[src/sv/four_key_press_and_hold_detector_macros.svh]
// Assertion macros for the four-key press and hold detector.
`ifndef FOUR_KEY_PRESS_AND_HOLD_DETECTOR_MACROS_SVH
`define FOUR_KEY_PRESS_AND_HOLD_DETECTOR_MACROS_SVH

// Same-cycle implication, disabled during reset.
`define FKHD_ASSERT_NOW(label, clk, rst, ante, cons, msg) \
   label: assert property (@(posedge clk) disable iff (rst) (ante) |-> (cons)) \
      else $error(msg);

// Next-cycle implication, disabled during reset.
`define FKHD_ASSERT_NEXT(label, clk, rst, ante, cons, msg) \
   label: assert property (@(posedge clk) disable iff (rst) (ante) |=> (cons)) \
      else $error(msg);

`endif

[src/sv/fkhd_pkg.sv]
// Shared types and constants for the four-key press and hold detector.
package fkhd_pkg;

   localparam int CNT_W  = 10;
   localparam int CODE_W = 3;
   localparam int PIN_W  = 4;
   localparam int KEYS   = 4;
   localparam int CSR_IDX_W = 2;

   typedef logic [CNT_W-1:0] cnt_type;

   typedef enum logic [CODE_W-1:0] {
      CODE_NONE  = 3'd0,
      CODE_ESC   = 3'd1,
      CODE_UP    = 3'd2,
      CODE_DOWN  = 3'd3,
      CODE_ENTER = 3'd4,
      CODE_MENU  = 3'd5,
      CODE_EXIT  = 3'd6,
      CODE_RESET = 3'd7
   } code_type;

   typedef enum logic [CSR_IDX_W-1:0] {
      CSR_MENU_HOLD  = 2'd0,
      CSR_EXIT_HOLD  = 2'd1,
      CSR_RESET_HOLD = 2'd2,
      CSR_UNUSED     = 2'd3
   } csr_index_type;

   localparam cnt_type MENU_HOLD_RESET  = 10'd100;
   localparam cnt_type EXIT_HOLD_RESET  = 10'd500;
   localparam cnt_type RESET_HOLD_RESET = 10'd500;

   // Key order: escape, up, down, enter.
   localparam int KEY_ESC   = 0;
   localparam int KEY_UP    = 1;
   localparam int KEY_DOWN  = 2;
   localparam int KEY_ENTER = 3;

   localparam int PIN_ESC   = 0;
   localparam int PIN_UP    = 1;
   localparam int PIN_ENTER = 2;
   localparam int PIN_DOWN  = 3;

   typedef struct packed {
      cnt_type menu_hold;
      cnt_type exit_hold;
      cnt_type reset_hold;
   } cfg_type;

endpackage

[src/sv/four_key_press_and_hold_detector.sv]
// Top level of the four-key press and hold detector.
//
//   channel | ports         | direction | content
//   req     | req_*         | in        | pin_levels, one sampling tick
//   rsp     | rsp_*         | out       | key_code, latched_code
//   csr     | csr_*         | in        | hold thresholds, write only
//
// One request a cycle unless rsp stalls; rsp_valid rises once a request has passed
// the input register, then the result register after the key and counter logic.
// Synchronous reset clears key state, counters, locks, latched code and
// restores the default thresholds.
// A stalled rsp holds the result; one further request waits in the input
// register, and req_ready drops only when both registers are full.
`include "four_key_press_and_hold_detector_macros.svh"

module four_key_press_and_hold_detector
   import fkhd_pkg::*;
(
   input  logic                 clock,
   input  logic                 reset,
   input  logic                 req_valid,
   output logic                 req_ready,
   input  logic [PIN_W-1:0]     req_pin_levels,
   output logic                 rsp_valid,
   input  logic                 rsp_ready,
   output logic [CODE_W-1:0]    rsp_key_code,
   output logic [CODE_W-1:0]    rsp_latched_code,
   input  logic                 csr_wr_en,
   input  logic [CSR_IDX_W-1:0] csr_index,
   input  logic [CNT_W-1:0]     csr_wdata
);

   logic             in_valid_ff, in_valid_in;
   logic [PIN_W-1:0] pins_ff;
   logic             rsp_valid_ff, rsp_valid_in;
   code_type         key_code_ff, latched_ff;

   logic     advance;
   logic     step;
   logic     req_take;
   cfg_type  cfg;
   code_type key_code;
   code_type latched_code;

   assign advance   = !rsp_valid_ff || rsp_ready;
   assign req_ready = !in_valid_ff || advance;
   assign req_take  = req_valid && req_ready;
   assign step      = in_valid_ff && advance;

   always_comb begin
      priority if (req_take) in_valid_in = 1'b1;
      else if (advance)      in_valid_in = 1'b0;
      else                   in_valid_in = in_valid_ff;

      priority if (step)     rsp_valid_in = 1'b1;
      else if (rsp_ready)    rsp_valid_in = 1'b0;
      else                   rsp_valid_in = rsp_valid_ff;
   end

   fkhd_csr u_csr (
      .clock     (clock),
      .reset     (reset),
      .csr_wr_en (csr_wr_en),
      .csr_index (csr_index),
      .csr_wdata (csr_wdata),
      .cfg       (cfg)
   );

   fkhd_engine u_engine (
      .clock        (clock),
      .reset        (reset),
      .step         (step),
      .pins         (pins_ff),
      .cfg          (cfg),
      .key_code     (key_code),
      .latched_code (latched_code)
   );

   always_ff @(posedge clock) begin
      if (reset) begin
         in_valid_ff  <= 1'b0;
         rsp_valid_ff <= 1'b0;
      end else begin
         in_valid_ff  <= in_valid_in;
         rsp_valid_ff <= rsp_valid_in;
      end
   end

   always_ff @(posedge clock) begin
      if (req_take) begin
         pins_ff <= req_pin_levels;
      end
      if (step) begin
         key_code_ff <= key_code;
         latched_ff  <= latched_code;
      end
   end

   assign rsp_valid        = rsp_valid_ff;
   assign rsp_key_code     = key_code_ff;
   assign rsp_latched_code = latched_ff;

   `FKHD_ASSERT_NOW(a_latch_follows_code, clock, reset,
      rsp_valid && (key_code_ff != CODE_NONE), latched_ff == key_code_ff,
      "latched code differs from nonzero key code")
   `FKHD_ASSERT_NEXT(a_step_gives_rsp, clock, reset,
      step, rsp_valid_ff,
      "processed request did not reach the result register")
   `FKHD_ASSERT_NOW(a_full_blocks_req, clock, reset,
      in_valid_ff && rsp_valid_ff && !rsp_ready, !req_ready,
      "request taken while both stages are full")

endmodule

[src/sv/fkhd_csr.sv]
// Hold threshold registers written through the csr port.
module fkhd_csr
   import fkhd_pkg::*;
(
   input  logic                 clock,
   input  logic                 reset,
   input  logic                 csr_wr_en,
   input  logic [CSR_IDX_W-1:0] csr_index,
   input  logic [CNT_W-1:0]     csr_wdata,
   output cfg_type              cfg
);

   cfg_type cfg_ff;
   cfg_type cfg_in;

   always_comb begin
      cfg_in = cfg_ff;
      if (csr_wr_en) begin
         unique case (csr_index_type'(csr_index))
            CSR_MENU_HOLD:  cfg_in.menu_hold  = csr_wdata;
            CSR_EXIT_HOLD:  cfg_in.exit_hold  = csr_wdata;
            CSR_RESET_HOLD: cfg_in.reset_hold = csr_wdata;
            default:        cfg_in = cfg_ff;
         endcase
      end
   end

   always_ff @(posedge clock) begin
      if (reset) begin
         cfg_ff.menu_hold  <= MENU_HOLD_RESET;
         cfg_ff.exit_hold  <= EXIT_HOLD_RESET;
         cfg_ff.reset_hold <= RESET_HOLD_RESET;
      end else begin
         cfg_ff <= cfg_in;
      end
   end

   assign cfg = cfg_ff;

endmodule

[src/sv/fkhd_engine.sv]
// Key state, hold counters and code selection for one sampling tick.
module fkhd_engine
   import fkhd_pkg::*;
(
   input  logic             clock,
   input  logic             reset,
   input  logic             step,
   input  logic [PIN_W-1:0] pins,
   input  cfg_type          cfg,
   output code_type         key_code,
   output code_type         latched_code
);

   logic [KEYS-1:0] pressed_ff, pressed_in;
   cnt_type         esc_cnt_ff, esc_cnt_in;
   logic            esc_lock_ff, esc_lock_in;
   cnt_type         up_cnt_ff, up_cnt_in;
   logic            up_lock_ff, up_lock_in;
   code_type        last_ff, last_in;

   logic [KEYS-1:0] down;
   logic [KEYS-1:0] fresh;
   code_type        code;

   always_comb begin
      down[KEY_ESC]   = ~pins[PIN_ESC];
      down[KEY_UP]    = ~pins[PIN_UP];
      down[KEY_DOWN]  = ~pins[PIN_DOWN];
      down[KEY_ENTER] = ~pins[PIN_ENTER];
      fresh      = down & ~pressed_ff;
      pressed_in = down;

      // higher key index wins
      priority if (fresh[KEY_ENTER]) code = CODE_ENTER;
      else if (fresh[KEY_DOWN])      code = CODE_DOWN;
      else if (fresh[KEY_UP])        code = CODE_UP;
      else if (fresh[KEY_ESC])       code = CODE_ESC;
      else                           code = CODE_NONE;

      esc_cnt_in  = esc_cnt_ff;
      esc_lock_in = esc_lock_ff;
      if (!down[KEY_ESC]) begin
         esc_cnt_in  = '0;
         esc_lock_in = 1'b0;
      end else if (!esc_lock_ff) begin
         esc_cnt_in = esc_cnt_ff + cnt_type'(1);
         if (esc_cnt_in == cfg.menu_hold) code = CODE_MENU;
         if (esc_cnt_in == cfg.exit_hold) begin
            esc_lock_in = 1'b1;
            code        = CODE_EXIT;
         end
      end

      up_cnt_in  = up_cnt_ff;
      up_lock_in = up_lock_ff;
      if (!down[KEY_UP]) begin
         up_cnt_in  = '0;
         up_lock_in = 1'b0;
      end else if (!up_lock_ff) begin
         up_cnt_in = up_cnt_ff + cnt_type'(1);
         if (up_cnt_in == cfg.reset_hold) begin
            up_lock_in = 1'b1;
            code       = CODE_RESET;
         end
      end

      last_in = (code != CODE_NONE) ? code : last_ff;
   end

   always_ff @(posedge clock) begin
      if (reset) begin
         pressed_ff  <= '0;
         esc_cnt_ff  <= '0;
         esc_lock_ff <= 1'b0;
         up_cnt_ff   <= '0;
         up_lock_ff  <= 1'b0;
         last_ff     <= CODE_NONE;
      end else if (step) begin
         pressed_ff  <= pressed_in;
         esc_cnt_ff  <= esc_cnt_in;
         esc_lock_ff <= esc_lock_in;
         up_cnt_ff   <= up_cnt_in;
         up_lock_ff  <= up_lock_in;
         last_ff     <= last_in;
      end
   end

   assign key_code     = code;
   assign latched_code = last_in;

endmodule

[config.mk]
export PLATFORM = sky130hd
export DESIGN_NAME = four_key_press_and_hold_detector
export DESIGN_NICKNAME = d
export VERILOG_FILES = /design/src/sv/fkhd_pkg.sv /design/src/sv/four_key_press_and_hold_detector.sv /design/src/sv/fkhd_csr.sv /design/src/sv/fkhd_engine.sv
export VERILOG_INCLUDE_DIRS = /design/src /design/src/sv
export SDC_FILE = /design/constraint.sdc
export NUM_CORES = 1
export LEC_CHECK = 0
export BUFFER_PORTS_ARGS = -buffer_cell sky130_fd_sc_hd__buf_2
export CAP_MARGIN = 20
export CORE_ASPECT_RATIO = 1.5
export CORE_UTILIZATION = 23
export DETAILED_ROUTE_END_ITERATION = 6
export GPL_ROUTABILITY_DRIVEN = 0
export PLACE_DENSITY = 0.37
export SLEW_MARGIN = 20
export SYNTH_ARGS = -nofsm -noshare
export SYNTH_HDL_FRONTEND = slang
export SYNTH_SLANG_ARGS = --single-unit
[constraint.sdc]
create_clock -name clock -period 3.58 [get_ports clock]
set_input_delay 0.179 -clock clock [delete_from_list [all_inputs] [get_ports clock]]
set_output_delay 0.179 -clock clock [all_outputs]
set_load 0.02 [all_outputs]
# Word-level counts from Yosys, hierarchy flattened
# Index checks and enable logic that the tools add are counted.
# totals
regBits	71
in_bits	21
output_inout_bits	8
elab_cells	70
# op_classes
n_addsub	2
eq_ne	7
n_mux	26
bitwise_logic	6
reduce_logical	15
# ops
operator	n
two-way mux 10 bit	4
two-way mux 3 bit	11
== test 10 bit	3
adder 10 x 1 -> 10 bit, second input constant	2
two-way mux 1 bit	11
AND reduction 2 bit	5
AND 4 bit	1
inequality test 2 bit, second input constant	2
inverter 1 bit	4
inverter 4 bit	1
nonzero test 2 bit	2
nonzero test 3 bit	1
== test 2 x 1 -> 1 bit, second input constant	1
== test 2 bit, second input constant	1
logical AND 1 bit	2
logical NOT 1 bit	2
logical NOT 2 bit	1
logical OR 1 bit	2

# Depth between registers and ports, before layout
# Gate-level depths: netlist of the first run.
# depth
word_depth	15
mapped_depth	9
depth_no_buf	8

# Cells and area by module
# From an unflattened synthesis of the first run, not the netlist that was laid out.
# hier_totals
hier_cells	459
area_unflattened_um2	3982.6
# by_module_without_submodules
mod	n_inst	cells_per_inst	area_each_um2	seq_area_each_um2
fkhd_engine	1	326	2383.5	580.6
fkhd_csr	1	113	1194.9	600.6
four_key_press_and_hold_detector	1	20	404.1	340.3

# Worst setup path after synthesis of the first run
# OpenSTA, ideal clock, no wires.
# synth_path
path_type	register to register
from	reg u_engine.esc_cnt_ff[1]
to	reg u_engine.last_ff[0]
setup_time_ps	88
arrival_ps	2175
required_time_ps	3492
slack_ps	1317
stages_incl_launch_ff	10
path_buffers	1
period_less_slack_ps	2263
cell_sequence	dfxtp_1 > ha_1 > buf_2 > nand3_1 > or2_4 > a2111o_1 > nor4_2 > nand4_2 > a21o_1 > a311oi_2
# synth_via
elab_chain_cells	11
elab_cells_between_ends	12
classes_between	add/sub (1); eq/ne (2); mux (8); reduce/logical (1)
# synth_rtl
element	line_no	text
start: declaration	fkhd_engine.sv:15	cnt_type esc_cnt_ff, esc_cnt_in;
start signal: assignment	fkhd_engine.sv:80	esc_cnt_ff <= esc_cnt_in;
adder 10 x 1 -> 10 bit (*)	fkhd_engine.sv:46	esc_cnt_in = esc_cnt_ff + cnt_type'(1);
== test 10 bit	fkhd_engine.sv:47	if (esc_cnt_in == cfg.menu_hold) code = CODE_MENU;
two-way mux 3 bit	fkhd_engine.sv:47	
two-way mux 3 bit (*)	fkhd_engine.sv:48	if (esc_cnt_in == cfg.exit_hold) begin
two-way mux 3 bit (*)	fkhd_engine.sv:45	end else if (!esc_lock_ff) begin
two-way mux 3 bit (*)	fkhd_engine.sv:42	if (!down[KEY_ESC]) begin
two-way mux 3 bit	fkhd_engine.sv:61	if (up_cnt_in == cfg.reset_hold) begin
two-way mux 3 bit	fkhd_engine.sv:59	end else if (!up_lock_ff) begin
two-way mux 3 bit (*)	fkhd_engine.sv:56	if (!down[KEY_UP]) begin
nonzero test 3 bit	fkhd_engine.sv:67	last_in = (code != CODE_NONE) ? code : last_ff;
two-way mux 3 bit (*)	fkhd_engine.sv:67	
end signal: assignment	fkhd_engine.sv:84	last_ff <= last_in;
end: declaration	fkhd_engine.sv:19	code_type last_ff, last_in;
# Every way passes the cells marked *; elsewhere a longest branch is shown, timed or not.
# A chain may end at the register's enable or synchronous reset.

# Worst setup path after layout of the first run
# layout_path
from	reg u_engine.esc_cnt_ff[0]
to	reg u_engine.last_ff[1]
# The elaborated chain is that of the path after synthesis.

==> flow_metrics.py, run 1 <==
metrics = {
    "run_status": {
        "status": "complete, no violations",
    },
    "setup_path": {
        "arrival_ns": 3.15,
        "worst_setup_path_start_kind": "register",
        "path_class": "register to register",
        "cp-end-kind": "register",
        "max_stage_delay_ns": 0.51,
        "cp_max_fo": 9,
        "path_cells": "ha_1 > nand3_1 > or3_1 > a21oi_1 > nand4_1 > nor4b_2 > nor2b_1 > a311oi_2",
        "rrSetupSlack_ns": 0.68,
        "worstPathRequired_ns": 3.83,
        "crit_slowest_cell": "nor4b_2",
    },
    "yosys": {
        "yosys_register_bits": 71,
        "synthTopCellsByCount": "nand2_1, dfxtp_1, nor2_1",
        "synth_nets": 518,
        "yosysTopAreaCellShare_pct": 30.8,
        "yosysTopAreaCell": "dfxtp_1",
        "ys_async_sr_fraction_pct": 0,
        "synth.most_common_cell": "nand2_1",
        "synth-edff-count": 10,
        "yosysUniqueCellTypes": 69,
        "synth_area_leaders": "dfxtp_1, edfxtp_1, nand2_1",
        "syn_inst": 495,
        "netlist_area_um2": 3960,
        "synth_area_per_cell_um2": 8.00,
        "ys.flop_type": "dfxtp_1",
        "seq_area_frac_synth_pct": 38.4,
        "yosys_warnings": 0,
    },
    "global_routing": {
        "grt_use_total_pct": 14.3,
        "grt_pass1_wl_mm": 19.0,
        "overflow": 0,
        "antenna_found_initial": 0,
        "first_global_vias": 3463,
        "grt_max_degree": 35,
    },
    "pwr": {
        "p_seq_share_pct": 43.8,
        "p_leak_nw": 1.67,
        "vdd_drop_max_mv": 0.168,
        "power_density_nw_per_um2": 436,
        "p_int_mw": 1.50,
        "p_sw_share_pct": 24.3,
        "comb_power_share_pct": 8.0,
        "clkPwrFrac_pct": 48.2,
        "p_sw_mw": 0.483,
    },
    "floorplanning": {
        "initial_utilization_pct": 23.5,
        "die_area_um2": 17800,
        "coreArea_um2": 16800,
        "fp-row-count": 58,
        "die_height_um": 163,
        "die_x_um": 109,
        "boundaryPins": 29,
    },
    "clocking": {
        "hold_buffers": 0,
        "cts.repair.resized": 0,
        "clkLatencyLatePin_ns": 0.33,
        "clock_path_buffers": 2,
        "post_cts_buffers": 0,
        "cts_tree": "done",
        "cts.sinks": 71,
        "htree_levels": 3,
        "cts_buffers": 9,
        "cts-root-buf": "clkbuf_16",
        "cts.clk_slew.worst_paths_ns": 0.06,
    },
    "timing": {
        "setup_viol_count_final": 0,
        "final-max-slew-violation-count": 0,
        "tightest_slew_ns": 0.742,
        "hold_slack_ns": 0.0138,
        "fin_crit_sh_pct": 81.1,
        "grt_setup_unrepaired": "false",
        "min_period_ns": 2.90,
        "setup_tns_ns": 0,
        "finalHoldViolCount": 0,
        "clock.fmax_mhz": 345,
        "slew_headroom_pct": 50.6,
        "skew_ns": 0.00763,
        "fin_ws_ns": 0.678,
    },
    "final_layout": {
        "area_growth_pct": 15.1,
        "regArea_um2": 1520,
        "nets": 528,
        "stdcell_count": 720,
        "diodes": 0,
        "drive_gt1_share_pct": 12.5,
        "nFillCells": 1861,
        "multi_input_area_um2": 2250,
    },
    "placed_design": {
        "place_hpwl_mm": 8.77,
        "place_ws_ns": 0.696,
        "dp.cells": 704,
        "io_buffers": 28,
    },
    "detailed_routing": {
        "vias": 3524,
        "detail_route.iter0.violations": 139,
        "wl_per_cell_um": 16.5,
        "viasPerCell": 4.89,
        "route.detailed.drc": 0,
        "routed_wl_mm": 11.8,
        "firstDrtPassIters": 4,
        "ant_nets": 0,
    },
    "job": {
        "drv_cap": 0,
    },
    "worst_hold_path": {
        "hold_class": "input pin to register",
    },
}
registers in the layout, indices dropped and copies added, names as in the netlist:
name                  cells
in_valid_ff               1
pins_ff                   4
rsp_key_code              3
rsp_latched_code          3
rsp_valid                 1
u_csr.cfg                30
u_engine.esc_cnt_ff      10
u_engine.esc_lock_ff      1
u_engine.last_ff          3
u_engine.pressed_ff       4
u_engine.up_cnt_ff       10
u_engine.up_lock_ff       1
path summary, 6_finish.rpt:
path	end	startpoint	depth (start not counted)
worst max-delay path	u_engine.last_ff[1]	u_engine.esc_cnt_ff[0]	8
worst min-delay path	pins_ff[2]	req_pin_levels[2]	1
worst min register to register	u_engine.pressed_ff[3]	pins_ff[2]	1
worst max register to register	u_engine.last_ff[1]	u_engine.esc_cnt_ff[0]	8
cell families after synthesis:
family	share of synthesized area (%)
AOI/OAI and AO/OA	17.5
buffers and inverters	4.80
adders and majority gates	0.632
and+or+nand+nor	31.1
DFF	38.4
xor gates and xnor gates	7.21
muxes	0.253
stage by stage:
step	cell area (µm²)	util [%]	power [mW]
2_1_floorplan	3960	-	0.984
3_5_place_dp	4240	25.2	1.05
4_1_cts	4560	27.1	2.02
6_report	4560	27.1	1.99
3_3_place_gp	4240	25.2	1.05
5_1_grt	4560	27.1	2.08
layer usage:
| metal | track usage [%] | wire, µm | part of all wire (%) | vias to the layer above |
|---|---|---|---|---|
| li1 | - | - | - | 1763 |
| met1 | 15.5 | 4730 | 40 | 1691 |
| met2 | 26.1 | 6420 | 54 | 47 |
| met3 | 1.80 | 194 | 1.6 | 23 |
| met4 | 8.05 | 498 | 4.2 | 0 |
| met5 | 0 | 0 | 0 | - |
worst max-delay path, delay by kind of cell (launching register included):
family | cells | cell delay [ns]
flip-flops | 1 | 0.46
adder cells (fa/ha/maj) | 1 | 0.45
AO/OA/AOI/OAI | 2 | 0.42
AND/OR/NAND/NOR | 5 | 1.49
power by group through the flow:
stage	clock, mW	sequential [mW]	combinational (mW)
final	0.957	0.870	0.159
after global routing	1.02	0.875	0.179
after CTS	0.991	0.872	0.161
after detailed placement	0	0.889	0.161
after global placement	0	0.888	0.158
after floorplan	0	0.879	0.106
cells in the final DEF, fill, tap and decap left out, types with 3 or more instances in the layout:
cell,instances
nor2b_1,7
nor3b_1,3
inv_1,8
buf_2,28
edfxtp_1,10
nor4_1,4
nor3_1,20
xnor2_1,15
nand2_1,79
nor2_1,57
xor2_1,15
nand3b_1,18
and3b_1,3
nand3_1,11
dfxtp_1,61
a211oi_1,6
nand4_1,6
clkbuf_16,10
a21o_1,3
a21oi_1,39
buf_4,5
nand2b_1,7
a211o_1,4
and4_1,3
o21ai_0,25
o211ai_1,3
layout make-up:
cell class	count	share of cell area [%]
Clock buffer	12	5.87
Clock inverter	4	1.13
Inverter	8	0.659
Multi-Input combinational cell	382	49.3
Sequential cell	71	33.4
Tap cell	210	5.76
Timing Repair Buffer	33	3.90
Note: power is estimated with default switching activity, not from simulation.
==> run 2: changes to the inputs <==
Clock period 3.58 ns to 2.85 ns, I/O delays scaled along.
==> run 2 against run 1 <==
Register-to-register slack got worse by 0.37 ns. Routed wire length shrank 0.32%. Core utilization rose by 0.88 points. Flip-flop and latch count unchanged. Fmax increased by 14%. Via count hardly changed. Clock skew is essentially flat.
==> flow_metrics.py, run 2 (synthesis results as in run 1) <==
metrics = {
    "clocking": {
        "cts_tree": "done",
        "clkLatencyLatePin_ns": 0.33,
        "clock_path_buffers": 2,
        "cts_buffers": 9,
        "htree_levels": 3,
        "cts-root-buf": "clkbuf_16",
        "cts.sinks": 71,
        "cts.clk_slew.worst_paths_ns": 0.06,
        "post_cts_buffers": 0,
    },
    "pwr": {
        "clkPwrFrac_pct": 49.8,
        "comb_power_share_pct": 8.1,
        "p_leak_nw": 1.76,
        "vdd_drop_max_mv": 0.242,
        "p_sw_mw": 0.600,
        "power_density_nw_per_um2": 551,
        "p_int_mw": 1.99,
        "p_sw_share_pct": 23.1,
        "p_seq_share_pct": 42.0,
    },
    "timing": {
        "fin_crit_sh_pct": 89.3,
        "slew_headroom_pct": 59.8,
        "final-max-slew-violation-count": 0,
        "setup_tns_ns": 0,
        "skew_ns": 0.00803,
        "finalHoldViolCount": 0,
        "grt_setup_unrepaired": "false",
        "hold_slack_ns": 0.0324,
        "setup_viol_count_final": 0,
        "clock.fmax_mhz": 393,
        "min_period_ns": 2.54,
        "tightest_slew_ns": 0.602,
    },
    "setup_path": {
        "worst_setup_path_start_kind": "register",
        "cp_max_fo": 11,
        "worstPathRequired_ns": 3.09,
        "path_class": "register to register",
        "arrival_ns": 2.79,
        "r2r_cells": 8,
        "r2r_start": "u_engine.esc_cnt_ff[2]",
        "rrSetupSlack_ns": 0.31,
        "cp-end-kind": "register",
        "regToRegEndpoint": "u_engine.last_ff[0]",
    },
    "global_routing": {
        "first_global_vias": 3388,
        "use_met3_pct": 2.40,
        "grt_pass1_wl_mm": 18.5,
        "met2_usage_pct": 25.8,
        "grt_busiest_layer": "met2",
        "grt_use_total_pct": 14.1,
        "use_met1_pct": 14.8,
        "antenna_found_initial": 0,
        "grt_max_degree": 28,
        "overflow": 0,
    },
    "floorplanning": {
        "initial_utilization_pct": 23.5,
        "die_height_um": 163,
        "die_x_um": 109,
        "die_area_um2": 17800,
        "fp-row-count": 58,
        "coreArea_um2": 16800,
        "boundaryPins": 29,
    },
    "detailed_routing": {
        "wl_per_cell_um": 16.0,
        "routed_wl_mm": 11.8,
        "viasPerCell": 4.79,
        "route.detailed.drc": 0,
        "ant_nets": 0,
        "detail_route.iter0.violations": 127,
        "vias": 3526,
        "firstDrtPassIters": 4,
    },
    "placed_design": {
        "place_hpwl_mm": 8.92,
        "dp.cells": 716,
        "placed_cell_area_um2": 4330,
        "io_buffers": 28,
    },
    "final_layout": {
        "finalInstanceArea_um2": 4710,
        "layout_common_cells": "nand2_1, dfxtp_1, nor2_1",
        "regArea_um2": 1520,
        "diodes": 0,
        "nFillCells": 1824,
        "largest_register_ffs": 30,
        "area_growth_pct": 18.9,
        "drive_gt1_share_pct": 14.4,
        "stdcell_count": 736,
        "multi_input_area_um2": 2250,
        "final_common_cell": "nand2_1",
        "nets": 544,
    },
    "worst_hold_path": {
        "min_to": "in_valid_ff",
        "worstHoldStart": "req_valid",
        "hold_class": "input pin to register",
        "hold-path-cell-count": 3,
    },
    "run_status": {
        "status": "complete, no violations",
    },
    "job": {
        "drv_cap": 0,
    },
}
## run 2: how the worst max path moves through the flow
stage	startpoint	to	cells after the start	slack, ns
5_1_grt	u_engine.esc_cnt_ff[0]	rsp_key_code[0]	8	0.13
6_report	u_engine.esc_cnt_ff[2]	u_engine.last_ff[0]	8	0.31
2_1_floorplan	u_engine.esc_cnt_ff[1]	u_engine.last_ff[0]	9	0.59
3_5_place_dp	u_engine.esc_cnt_ff[2]	u_engine.last_ff[0]	8	0.30
4_1_cts	u_engine.esc_cnt_ff[2]	u_engine.last_ff[0]	8	0.29
3_3_place_gp	u_engine.esc_cnt_ff[2]	u_engine.last_ff[0]	8	0.36
## run 2: critical path, stage by stage (launching register included)
cell and delay, ns:
dfxtp_1 0.54, and4_1 0.35, nand2_1 0.13, xnor2_1 0.15
a2111oi_1 0.45, buf_4 0.18, nand4_2 0.19, a21o_1 0.26
a311oi_2 0.22
## run 2: power by group through the flow
stage          combinational (mW)  sequential [mW]  clock [mW]
6_report                    0.210             1.09        1.29
5_1_grt                     0.234             1.09        1.38
4_1_cts                     0.213             1.09        1.34
3_5_place_dp                0.208             1.11           0
3_3_place_gp                0.208             1.11           0
2_1_floorplan               0.133             1.10           0
## run 2: layout make-up
class	instances	area share (%)
clock buffers	10	4.86
clock inverters	6	2.31
inverters	8	0.638
multi-input cells	382	47.7
flip-flops and latches	71	32.3
well taps	210	5.58
repair buffers	49	6.54
## run 2: what timing repair did
| action | 4_1_cts | 5_1_grt |
|---|---|---|
| endpoints found under the hold margin | 4 | 0 |
| hold buffers | 4 | 0 |
| gates resized for setup | 0 | 0 |
## run 2: through the flow
step	util, %	setup slack [ns]	power, mW
global placement	25.7	0.356	1.32
floorplan	-	0.587	1.24
finish	28.0	0.306	2.59
detailed placement	25.7	0.302	1.32
CTS	28.0	0.287	2.64
global route	28.0	0.128	2.71
## run 2: metal layers
layer  routed length, µm  part of all wire, %
met1                4640                   39
met2                6520                   55
met3                 173                  1.5
met4                 476                  4.0
met5                   0                    0
==> run 3: changes to the inputs <==
Settings changed: ABC_AREA set to 1.
==> run 3 against run 2 <==
Total power is 6.1% lower. Hold slack gained 0.037 ns. Core utilization rose by 0.091 points. Flip-flop and latch count stayed put. Critical path type unchanged. Clock skew hardly changed. Critical endpoint is now rsp_latched_code[0].
==> flow_metrics.py, run 3 <==
metrics = {
    "yosys": {
        "yosys_warnings": 0,
        "synth_area_per_cell_um2": 6.90,
        "synth_fa_ha_area_share_pct": 0.687,
        "yosysUniqueCellTypes": 30,
        "yosysTopAreaCell": "dfxtp_1",
        "netlist_area_um2": 3640,
        "synth-compound-area-share_pct": 12.2,
        "synth.most_common_cell": "nand2_1",
        "synth_area_leaders": "dfxtp_1, nand2_1, edfxtp_1",
        "ys_async_sr_fraction_pct": 0,
        "synth-edff-count": 10,
        "syn_inst": 528,
        "synth-xor-area-share_pct": 0.962,
        "synth_nets": 551,
        "synth-simple-area-share_pct": 35.7,
        "muxShareOfSynthArea_pct": 0,
        "yosysTopAreaCellShare_pct": 33.5,
        "seq_area_frac_synth_pct": 41.8,
        "ys.flop_type": "dfxtp_1",
        "synth_top_family_by_area": "simple AND/OR/NAND/NOR gates",
        "yosys_register_bits": 71,
        "synthTopCellsByCount": "nand2_1, inv_1, dfxtp_1",
    },
    "detailed_routing": {
        "wl_per_cell_um": 13.7,
        "detail_route.iter0.violations": 73,
        "ant_nets": 0,
        "viasPerCell": 4.39,
        "routed_wl_mm": 10.6,
        "firstDrtPassIters": 4,
        "vias": 3390,
        "route.detailed.drc": 0,
    },
    "final_layout": {
        "nets": 588,
        "final_common_cell": "nand2_1",
        "layout_common_cells": "nand2_1, inv_1, dfxtp_1",
        "drive_gt1_share_pct": 14.6,
        "diodes": 0,
        "area_growth_pct": 19.8,
        "largest_register_ffs": 30,
        "stdcell_count": 773,
    },
    "clocking": {
        "clkLatencyLatePin_ns": 0.34,
        "htree_levels": 3,
        "cts-root-buf": "clkbuf_16",
        "cts.repair.resized": 0,
        "clock_path_buffers": 2,
        "cts.sinks": 71,
        "cts.clk_slew.worst_paths_ns": 0.06,
        "post_cts_buffers": 0,
        "cts_tree": "done",
        "cts_buffers": 9,
        "hold_buffers": 4,
    },
    "pwr": {
        "vdd_drop_max_mv": 0.245,
        "power_density_nw_per_um2": 558,
        "finalPower_mw": 2.43,
        "p_leak_nw": 1.84,
    },
    "floorplanning": {
        "boundaryPins": 29,
        "die_area_um2": 16400,
        "coreArea_um2": 15600,
        "initial_utilization_pct": 23.4,
        "die_x_um": 105,
        "fp-row-count": 56,
        "die_height_um": 156,
    },
    "setup_path": {
        "worst_setup_path_start_kind": "register",
        "arrival_ns": 2.53,
        "path_cells": "ha_1 > nand2_2 > o21ai_1 > nand2_1 > nand2_1 > nand3_1 > nor2_1 > nand4_1 > o21bai_1 > inv_1 > nand4_1 > nand2_1",
        "cp_max_fo": 5,
        "crit_start": "u_engine.esc_cnt_ff[0]",
        "r2r_start": "u_engine.esc_cnt_ff[0]",
        "max_stage_delay_ns": 0.42,
        "crit_slowest_cell": "dfxtp_1",
        "cp-end-kind": "register",
        "worstPathRequired_ns": 2.93,
        "path_class": "register to register",
        "cp_common_cell": "nand2_1",
    },
    "run_status": {
        "status": "complete, no violations",
    },
    "placed_design": {
        "dp.cells": 753,
        "place_hpwl_mm": 7.85,
        "io_buffers": 28,
    },
    "worst_hold_path": {
        "worstHoldStart": "csr_wdata[1]",
        "hold_class": "input pin to register",
    },
    "global_routing": {
        "antenna_found_initial": 0,
        "grt_max_degree": 35,
        "overflow": 0,
        "grt_pass1_wl_mm": 17.0,
        "first_global_vias": 3326,
        "grt_use_total_pct": 13.6,
    },
    "job": {
        "drv_cap": 0,
    },
    "timing": {
        "finalHoldViolCount": 0,
        "setup_viol_count_final": 0,
        "min_period_ns": 2.45,
        "skew_ns": 0.00770,
        "slew_headroom_pct": 43.9,
        "final-max-slew-violation-count": 0,
        "clock.fmax_mhz": 409,
        "grt_setup_unrepaired": "false",
        "setup_tns_ns": 0,
        "fin_crit_sh_pct": 85.9,
        "tightest_slew_ns": 0.835,
    },
}
==> run 3: cell count changes in the layout (fill, tap and decap cells not counted), sizes merged, moves of 11 or more <==
cell / previous run / this run
nand2: 79 / 167
inv: 8 / 71
nand3: 13 / 53
nor3: 20 / 5
xor2: 15 / 1
buf: 45 / 32
nand3b: 18 / 5
xnor2: 15 / 3
nor2: 57 / 46
==> run 3: stage by stage <==
stage	hold slack (ns)	utilization [%]	cell area, µm²	worst slack (ns)
CTS	0.0586	28.0	4360	0.410
finish	0.0694	28.0	4360	0.402
global placement	0.323	25.9	4030	0.461
detailed placement	0.321	25.9	4030	0.412
floorplan	0.241	-	3640	0.829
global route	0.0870	28.0	4360	0.0906
==> run 3: final cells by class <==
type	count	area (µm²)
inverters	75	282
clock inverters	3	43.8
clock buffers	13	250
flip-flops and latches	71	1520
well taps	203	254
multi-input cells	372	1800
fillers	1755	11200
repair buffers	36	210
==> run 3: path summary, 6_finish.rpt <==
path,to,slack [ns],cells after the start
worst min-delay path,u_csr.cfg[21],0.07,3
worst max-delay path,rsp_latched_code[0],0.40,12
worst min register to register,u_engine.pressed_ff[2],0.44,1
worst max register to register,rsp_latched_code[0],0.40,12
==> run 3: kinds of logic after synthesis <==
family                   after synthesis
adder cells (fa/ha/maj)                2
flip-flops                            71
buffers and inverters                 85
AND/OR/NAND/NOR                      285
AO/OA/AOI/OAI                         81
XOR/XNOR                               4
==> run 3: report_power, final <==
part	switching [mW]	leakage [nW]	internal, mW
clock network	0.432	0.144	0.703
registers	0.0252	0.594	1.06
logic	0.141	1.10	0.0732
==> run 3: critical path: cells and delay by family, from the launching register on <==
kind	cells	cell delay (ns)
buffers and inverters	1	0.11
AOI/OAI and AO/OA	2	0.54
DFF	1	0.42
adders and majority gates	1	0.22
and+or+nand+nor	8	0.92
==> run 3: per-layer routing <==
metal	up-vias	global-route usage (%)	wire, µm
met2	48	26.7	5750
met3	15	1.88	189
met5	-	0	0
li1	1772	-	-
met1	1555	13.9	4330
met4	0	6.91	289
